<file path="config.mk">
export PLATFORM = sky130hd
export DESIGN_NAME = ipv4_header_receive_check
export DESIGN_NICKNAME = d
export VERILOG_FILES = /design/src/rtl/core/ihrc_pkg.sv /design/src/rtl/core/ihrc_front.sv /design/src/rtl/core/ihrc_queue.sv /design/src/rtl/core/ihrc_back.sv /design/src/rtl/core/ipv4_header_receive_check.sv
export SDC_FILE = /design/constraint.sdc
export NUM_CORES = 1
export LEC_CHECK = 0
export BUFFER_PORTS_ARGS = -buffer_cell sky130_fd_sc_hd__buf_2
export CAP_MARGIN = 20
export CORE_UTILIZATION = 45
export CTS_CLUSTER_DIAMETER = 100
export DETAILED_ROUTE_END_ITERATION = 16
export GPL_TIMING_DRIVEN = 1
export HOLD_SLACK_MARGIN = 0.06
export PLACE_DENSITY = 0.59
export SLEW_MARGIN = 10
export SYNTH_ARGS = -nofsm -noshare
export SYNTH_HDL_FRONTEND = slang
export SYNTH_HIERARCHICAL = 1
export SYNTH_SLANG_ARGS = --single-unit
</file>
<file path="constraint.sdc">
create_clock -name clk -period 9 [get_ports clk]
set_input_delay 0 -clock clk [delete_from_list [all_inputs] [get_ports clk]]
set_output_delay 0 -clock clk [all_outputs]
set_load 0.01 [all_outputs]
</file>
<file path="src/rtl/core/ihrc_pkg.sv">
// Shared types and constants for the IPv4 header receive check.
// Used by the front parser, the verdict queue, the back end and the top level.
package ihrc_pkg;

  localparam int unsigned MIN_HEADER      = 20;
  localparam int unsigned QUEUE_DEPTH_DEF = 4;
  localparam int unsigned CFG_INDEX_W     = 2;
  localparam int unsigned CFG_DATA_W      = 32;

  localparam logic [CFG_INDEX_W-1:0] CFG_LOCAL_ADDR = 2'd0;
  localparam logic [CFG_INDEX_W-1:0] CFG_NET_MASK   = 2'd1;

  localparam logic [15:0] FRAG_MASK    = 16'h3fff;
  localparam logic [15:0] SUM_GOOD     = 16'hffff;
  localparam logic [15:0] COUNT_MAX    = 16'hffff;
  localparam logic [3:0]  IP_VERSION_4 = 4'd4;

  typedef enum logic [2:0] {
    VERDICT_ACCEPT   = 3'd0,
    VERDICT_SHORT    = 3'd1,
    VERDICT_VER_FRAG = 3'd2,
    VERDICT_LENGTH   = 3'd3,
    VERDICT_NOT_OURS = 3'd4,
    VERDICT_CHECKSUM = 3'd5
  } verdict_t;

  typedef struct packed {
    logic [7:0] data_byte;
    logic       last_byte;
  } in_item_t;

  typedef struct packed {
    verdict_t    verdict;
    logic [7:0]  protocol;
    logic [31:0] src_addr;
    logic [31:0] dst_addr;
    logic [5:0]  header_len;
    logic [15:0] total_len;
  } out_item_t;

  // Per-frame summary handed from the parser to the verdict stage.
  typedef struct packed {
    logic [15:0] size;
    logic [20:0] sum;
    logic [7:0]  ver_ihl;
    logic [15:0] len_field;
    logic [15:0] frag_field;
    logic [7:0]  proto;
    logic [31:0] src;
    logic [31:0] dst;
  } frame_rec_t;

  typedef struct packed {
    logic full;
    logic not_empty;
  } queue_status_t;

endpackage

</file>
<file path="src/rtl/core/ihrc_front.sv">
// Front parser: counts bytes, captures header fields, keeps the header sum.
// Pushes one frame summary per last byte. Depends on ihrc_pkg.
module ihrc_front (
  input  logic                clk,
  input  logic                rst,
  input  logic                in_valid,
  input  ihrc_pkg::in_item_t  in_data,
  input  logic                q_full,
  output logic                push,
  output ihrc_pkg::frame_rec_t rec
);
  import ihrc_pkg::*;

  logic [15:0] byte_count, byte_count_next;
  logic [20:0] sum_acc, sum_acc_next;
  logic [7:0]  pending_high, pending_high_next;
  logic [7:0]  ver_ihl, ver_ihl_next;
  logic [15:0] len_field, len_field_next;
  logic [15:0] frag_field, frag_field_next;
  logic [7:0]  proto_reg, proto_reg_next;
  logic [31:0] src_reg, src_reg_next;
  logic [31:0] dst_reg, dst_reg_next;
  logic [5:0]  hdr_len;
  logic        accept;
  logic [7:0]  b;

  assign accept = in_valid && !q_full;
  assign b      = in_data.data_byte;
  assign push   = accept && in_data.last_byte;

  always_comb begin
    ver_ihl_next    = ver_ihl;
    len_field_next  = len_field;
    frag_field_next = frag_field;
    proto_reg_next  = proto_reg;
    src_reg_next    = src_reg;
    dst_reg_next    = dst_reg;
    case (byte_count)
      16'd0: ver_ihl_next = b;
      16'd2: len_field_next = {b, len_field[7:0]};
      16'd3: len_field_next = {len_field[15:8], b};
      16'd6: frag_field_next = {b, frag_field[7:0]};
      16'd7: frag_field_next = {frag_field[15:8], b};
      16'd9: proto_reg_next = b;
      16'd12, 16'd13, 16'd14, 16'd15: src_reg_next = {src_reg[23:0], b};
      16'd16, 16'd17, 16'd18, 16'd19: dst_reg_next = {dst_reg[23:0], b};
      default: ;
    endcase

    hdr_len           = {ver_ihl_next[3:0], 2'b00};
    pending_high_next = pending_high;
    sum_acc_next      = sum_acc;
    if (byte_count < {10'd0, hdr_len}) begin
      if (!byte_count[0]) begin
        pending_high_next = b;
      end else begin
        sum_acc_next = sum_acc + {5'd0, pending_high, b};
      end
    end

    byte_count_next = (byte_count != COUNT_MAX) ? byte_count + 16'd1 : byte_count;
  end

  always_comb begin
    rec.size       = byte_count_next;
    rec.sum        = sum_acc_next;
    rec.ver_ihl    = ver_ihl_next;
    rec.len_field  = len_field_next;
    rec.frag_field = frag_field_next;
    rec.proto      = proto_reg_next;
    rec.src        = src_reg_next;
    rec.dst        = dst_reg_next;
  end

  always_ff @(posedge clk) begin
    if (rst || push) begin
      byte_count   <= '0;
      sum_acc      <= '0;
      pending_high <= '0;
      ver_ihl      <= '0;
      len_field    <= '0;
      frag_field   <= '0;
      proto_reg    <= '0;
      src_reg      <= '0;
      dst_reg      <= '0;
    end else if (accept) begin
      byte_count   <= byte_count_next;
      sum_acc      <= sum_acc_next;
      pending_high <= pending_high_next;
      ver_ihl      <= ver_ihl_next;
      len_field    <= len_field_next;
      frag_field   <= frag_field_next;
      proto_reg    <= proto_reg_next;
      src_reg      <= src_reg_next;
      dst_reg      <= dst_reg_next;
    end
  end

`ifndef NO_ASSERTIONS
  a_clear_after_last: assert property (@(posedge clk) disable iff (rst)
    push |=> (byte_count == 16'd0) && (sum_acc == 21'd0))
    else $error("frame state not cleared after last byte");

  a_count_advance: assert property (@(posedge clk) disable iff (rst)
    (accept && !in_data.last_byte && byte_count != COUNT_MAX)
      |=> byte_count == $past(byte_count) + 16'd1)
    else $error("byte count did not advance");

  a_idle_holds: assert property (@(posedge clk) disable iff (rst)
    !accept |=> $stable(byte_count) && $stable(sum_acc))
    else $error("frame state changed without a byte");
`endif

endmodule

</file>
<file path="src/rtl/core/ihrc_queue.sv">
// Short queue of frame summaries between the parser and the verdict stage.
// Depends on ihrc_pkg for the record type.
module ihrc_queue #(
  parameter int unsigned Depth = ihrc_pkg::QUEUE_DEPTH_DEF
) (
  input  logic                   clk,
  input  logic                   rst,
  input  logic                   push,
  input  ihrc_pkg::frame_rec_t   wr_rec,
  input  logic                   pop,
  output ihrc_pkg::frame_rec_t   rd_rec,
  output ihrc_pkg::queue_status_t status
);
  import ihrc_pkg::*;

  localparam int unsigned PtrW   = (Depth > 1) ? $clog2(Depth) : 1;
  localparam int unsigned CountW = $clog2(Depth + 1);
  localparam logic [PtrW-1:0]   PtrLast  = PtrW'(Depth - 1);
  localparam logic [CountW-1:0] CountMax = CountW'(Depth);

  frame_rec_t        entries [Depth];
  logic [PtrW-1:0]   wr_ptr;
  logic [PtrW-1:0]   rd_ptr;
  logic [CountW-1:0] count;

  assign status = '{full: (count == CountMax), not_empty: (count != '0)};
  assign rd_rec = entries[rd_ptr];

  always_ff @(posedge clk) begin
    if (push) begin
      entries[wr_ptr] <= wr_rec;
    end
  end

  always_ff @(posedge clk) begin
    if (rst) begin
      wr_ptr <= '0;
      rd_ptr <= '0;
      count  <= '0;
    end else begin
      if (push) begin
        wr_ptr <= (wr_ptr == PtrLast) ? '0 : wr_ptr + 1'b1;
      end
      if (pop) begin
        rd_ptr <= (rd_ptr == PtrLast) ? '0 : rd_ptr + 1'b1;
      end
      if (push && !pop) begin
        count <= count + 1'b1;
      end else if (pop && !push) begin
        count <= count - 1'b1;
      end
    end
  end

endmodule

</file>
<file path="src/rtl/core/ihrc_back.sv">
// Verdict stage: runs the ordered checks on a frame summary and holds the result.
// Depends on ihrc_pkg for record, result and verdict types.
module ihrc_back (
  input  logic                 clk,
  input  logic                 rst,
  input  logic [31:0]          local_addr,
  input  logic [31:0]          net_mask,
  input  ihrc_pkg::frame_rec_t rec,
  input  logic                 rec_valid,
  output logic                 pop,
  output logic                 out_valid,
  input  logic                 out_stall,
  output ihrc_pkg::out_item_t  out_data
);
  import ihrc_pkg::*;

  logic [5:0]  hdr;
  logic [16:0] fold1, fold2;
  logic [31:0] net_addr, bcast_addr;
  logic        dest_ok;
  verdict_t    verdict;

  assign pop = rec_valid && (!out_valid || !out_stall);

  always_comb begin
    hdr        = {rec.ver_ihl[3:0], 2'b00};
    fold1      = {12'd0, rec.sum[20:16]} + {1'b0, rec.sum[15:0]};
    fold2      = {16'd0, fold1[16]} + {1'b0, fold1[15:0]};
    net_addr   = local_addr & net_mask;
    bcast_addr = local_addr | ~net_mask;
    dest_ok    = (local_addr == '0) || (rec.dst == local_addr) || (rec.dst == '0) ||
                 (rec.dst == '1) || (rec.dst == net_addr) || (rec.dst == bcast_addr);

    if (rec.size < 16'(MIN_HEADER)) begin
      verdict = VERDICT_SHORT;
    end else if (rec.ver_ihl[7:4] != IP_VERSION_4 || (rec.frag_field & FRAG_MASK) != '0) begin
      verdict = VERDICT_VER_FRAG;
    end else if (hdr < 6'(MIN_HEADER) || {10'd0, hdr} > rec.len_field ||
                 rec.len_field > rec.size) begin
      verdict = VERDICT_LENGTH;
    end else if (!dest_ok) begin
      verdict = VERDICT_NOT_OURS;
    end else if (fold2 != {1'b0, SUM_GOOD}) begin
      verdict = VERDICT_CHECKSUM;
    end else begin
      verdict = VERDICT_ACCEPT;
    end
  end

  always_ff @(posedge clk) begin
    if (rst) begin
      out_valid <= 1'b0;
    end else if (pop) begin
      out_valid <= 1'b1;
    end else if (!out_stall) begin
      out_valid <= 1'b0;
    end
  end

  always_ff @(posedge clk) begin
    if (pop) begin
      out_data.verdict    <= verdict;
      out_data.protocol   <= rec.proto;
      out_data.src_addr   <= rec.src;
      out_data.dst_addr   <= rec.dst;
      out_data.header_len <= hdr;
      out_data.total_len  <= rec.len_field;
    end
  end

endmodule

</file>
<file path="src/rtl/core/ipv4_header_receive_check.sv">
// IPv4 header receive check: one packet byte per cycle, one verdict per frame.
// Throughput: one byte accepted every cycle; stall rises only while the
// verdict queue (QueueDepth frames) is full behind a stalled output.
// Summaries go through the verdict queue; the verdict stage registers verdicts.
// Reset (synchronous, rst high) clears frame state, queue, output valid and
// both address registers; no clearing pass is needed.
module ipv4_header_receive_check #(
  parameter int unsigned QueueDepth = ihrc_pkg::QUEUE_DEPTH_DEF
) (
  input  logic                                 clk,
  input  logic                                 rst,
  input  logic                                 in_valid,
  output logic                                 in_stall,
  input  ihrc_pkg::in_item_t                   in_data,
  output logic                                 out_valid,
  input  logic                                 out_stall,
  output ihrc_pkg::out_item_t                  out_data,
  input  logic                                 cfg_we,
  input  logic [ihrc_pkg::CFG_INDEX_W-1:0]     cfg_index,
  input  logic [ihrc_pkg::CFG_DATA_W-1:0]      cfg_data
);
  import ihrc_pkg::*;

  logic [31:0]   local_addr;
  logic [31:0]   net_mask;
  logic          push;
  logic          pop;
  frame_rec_t    wr_rec;
  frame_rec_t    rd_rec;
  queue_status_t q_status;

  assign in_stall = q_status.full;

  always_ff @(posedge clk) begin
    if (rst) begin
      local_addr <= '0;
      net_mask   <= '0;
    end else if (cfg_we) begin
      case (cfg_index)
        CFG_LOCAL_ADDR: local_addr <= cfg_data;
        CFG_NET_MASK:   net_mask   <= cfg_data;
        default: ;
      endcase
    end
  end

  ihrc_front u_front (
    .clk     (clk),
    .rst     (rst),
    .in_valid(in_valid),
    .in_data (in_data),
    .q_full  (q_status.full),
    .push    (push),
    .rec     (wr_rec)
  );

  ihrc_queue #(
    .Depth(QueueDepth)
  ) u_queue (
    .clk   (clk),
    .rst   (rst),
    .push  (push),
    .wr_rec(wr_rec),
    .pop   (pop),
    .rd_rec(rd_rec),
    .status(q_status)
  );

  ihrc_back u_back (
    .clk       (clk),
    .rst       (rst),
    .local_addr(local_addr),
    .net_mask  (net_mask),
    .rec       (rd_rec),
    .rec_valid (q_status.not_empty),
    .pop       (pop),
    .out_valid (out_valid),
    .out_stall (out_stall),
    .out_data  (out_data)
  );

endmodule

</file>
==> results.cfg <==
[clock_tree]
numCtsBuffers = 97
clk_pin_slew_ns = 0.06
h-tree-depth = 3
insertion_delay_ns = 0.65
cts-root-buf = clkbuf_16
ctsHoldBuffers = 54
clock_tree.buffer_depth = 3
clkSinkCount = 912
tritoncts = yes
post_cts_resized = 0
postCtsSetupBuffers = 0

[timing]
setup_viol = 0
whs_ns = 0.1922
min_period_ns = 5.084
tns_ns = 0
hold_viol = 0
rsz0062_at_grt = false
worstMarginPinSlew_ns = 1.085
fin_skew_ns = 0.02550
slew_violations = 0
fmax_mhz = 196.7
max_slew_margin_pct = 27.66
fin_crit_sh_pct = 56.49

[global_route]
grt_pass1_vias = 22830
grt_max_degree = 107
overflow = 0
grt_busiest_layer = met2
grt_use_met2_pct = 34.75
met3_usage_pct = 2.894
grt.total_usage_pct = 21.33
grt_util_met1_pct = 30.00
grt_pass1_wl_um = 139900
grt_antenna_before_repair = 1

[pwr]
vdd_drop_max_uv = 218.2
power_leakage_nw = 15.48
power_density_mw_per_mm2 = 281.9

[layout]
final_cells = 4061
areaGrowthSynthToFinish_pct = 14.23
final_nets = 2941
mostFrequentLayoutCells = edfxtp_1 (683), nand2_1 (295), dfxtp_1 (227)
drive_gt1_share_pct = 20.23
final_area_mm2 = 0.04424
final_common_cell = edfxtp_1
diodes = 0
top_register = u_queue/entries
largest_reg_flops = 588
final-seq-area_mm2 = 0.02510
fillers = 7061
reg_top3 = u_queue/entries: 588 flops, u_back/out_data: 95 flops
multi_input_area_mm2 = 0.01265

[floorplan]
floorplan.initialDensity_pct = 45.49
die_w_um = 295.4
io_pins = 147
fp.coreArea_mm2 = 0.08515
dieArea_mm2 = 0.08725
row_count = 107
die_h_um = 295.4

[drt]
drc = 0
post_drt_wl_per_cell_um = 22.95
route.vias.total = 22710
first_pass_iters = 7
detail-route-antenna-nets = 0
first_iter_violations = 1653
routed_wirelength_um = 93210
vias_per_cell = 5.593

[worst_hold_path]
hold_class = input port to flip-flop
min_path_cells = 4
hold_path_end = local_addr[21]
min-delay-start = cfg_data[21]

[flow_run]
drv_cap = 0

[worst_setup_path]
cp_num_buf_inv = 2
crit_path_end_kind = flip-flop
worstSetupStartpointType = flip-flop
reg2reg_to = u_back/out_data[96]
slowest_stage = buf_4
rrSetupSlack_ns = 3.92
cp_max_fo = 66
critPathKind = flip-flop to flip-flop
cp_data_arrival_time_ns = 5.48
cp_top_family = buffers and inverters
required_ns = 9.40
crit_top_cell = buf_4
path_cells = buf_4 > buf_4 > mux4_2 > xor2_1 > a2111oi_0 > nand3_1 > or4_1 > o21ai_1 > a211oi_1 > o211a_1
worstRegToRegCells = 10
critPathMaxStageDelay_ns = 0.93

[placed_design]
post_dp_cell_area_mm2 = 0.04036
dp.cells = 3823
io_buffers = 144
gp_congestion = 0.8790
place_hpwl_um = 58320

[synthesis]
syn_inst = 2666
yosysWarnings = 6
syn_area_per_cell_um2 = 14.53
syn-cell-area_mm2 = 0.03873

[run_status]
status = completed
metal layers:
layer	vias up	routed length, um
li1	10390	-
met1	11600	42380
met2	593	44570
met3	135	4230
met4	0	2036
met5	-	0
worst register-to-register path, delay by kind of cell, from the launching register on:
family / cells / cell delay (ns)
buffers and inverters: 2 / 1.67
AO/OA/AOI/OAI: 4 / 0.97
multiplexers: 1 / 0.55
XOR/XNOR: 1 / 0.21
AND/OR/NAND/NOR: 2 / 0.67
flip-flops: 1 / 0.78
worst max-delay path by stage:
stage,slack (ns),cells after the start,to,startpoint
floorplan,2.30,9,u_queue/count[2],u_queue/count[0]
global placement,3.88,10,u_back/out_data[96],flip-flop
detailed placement,3.90,10,u_back/out_data[96],flip-flop
CTS,3.89,10,u_back/out_data[96],flip-flop
global route,3.72,10,u_back/out_data[96],flip-flop
finish,3.92,10,u_back/out_data[96],flip-flop
where the power goes:
| part | switching (mW) | total [mW] | internal (mW) |
|---|---|---|---|
| sequential | 0.195 | 5.22 | 5.03 |
| combinational | 1.87 | 3.17 | 1.30 |
| clock | 1.64 | 4.08 | 2.44 |
layout make-up:
cell class / count / share of cell area (%)
sequential: 912 / 56.74
clock inverter: 51 / 1.425
inverter: 57 / 0.4836
clock buffer: 131 / 6.049
multi-input combinational: 1535 / 28.59
tap: 1144 / 3.235
timing repair buffer: 231 / 3.479
metrics by stage:
step / util [%] / setup slack, ns / total power [mW]
floorplan: - / 2.296 / 7.549
global placement: 47.39 / 3.884 / 8.438
detailed placement: 47.40 / 3.901 / 8.470
CTS: 51.92 / 3.892 / 12.60
global route: 51.96 / 3.716 / 13.02
finish: 51.96 / 3.916 / 12.47
(Power assumes the default switching activity.)
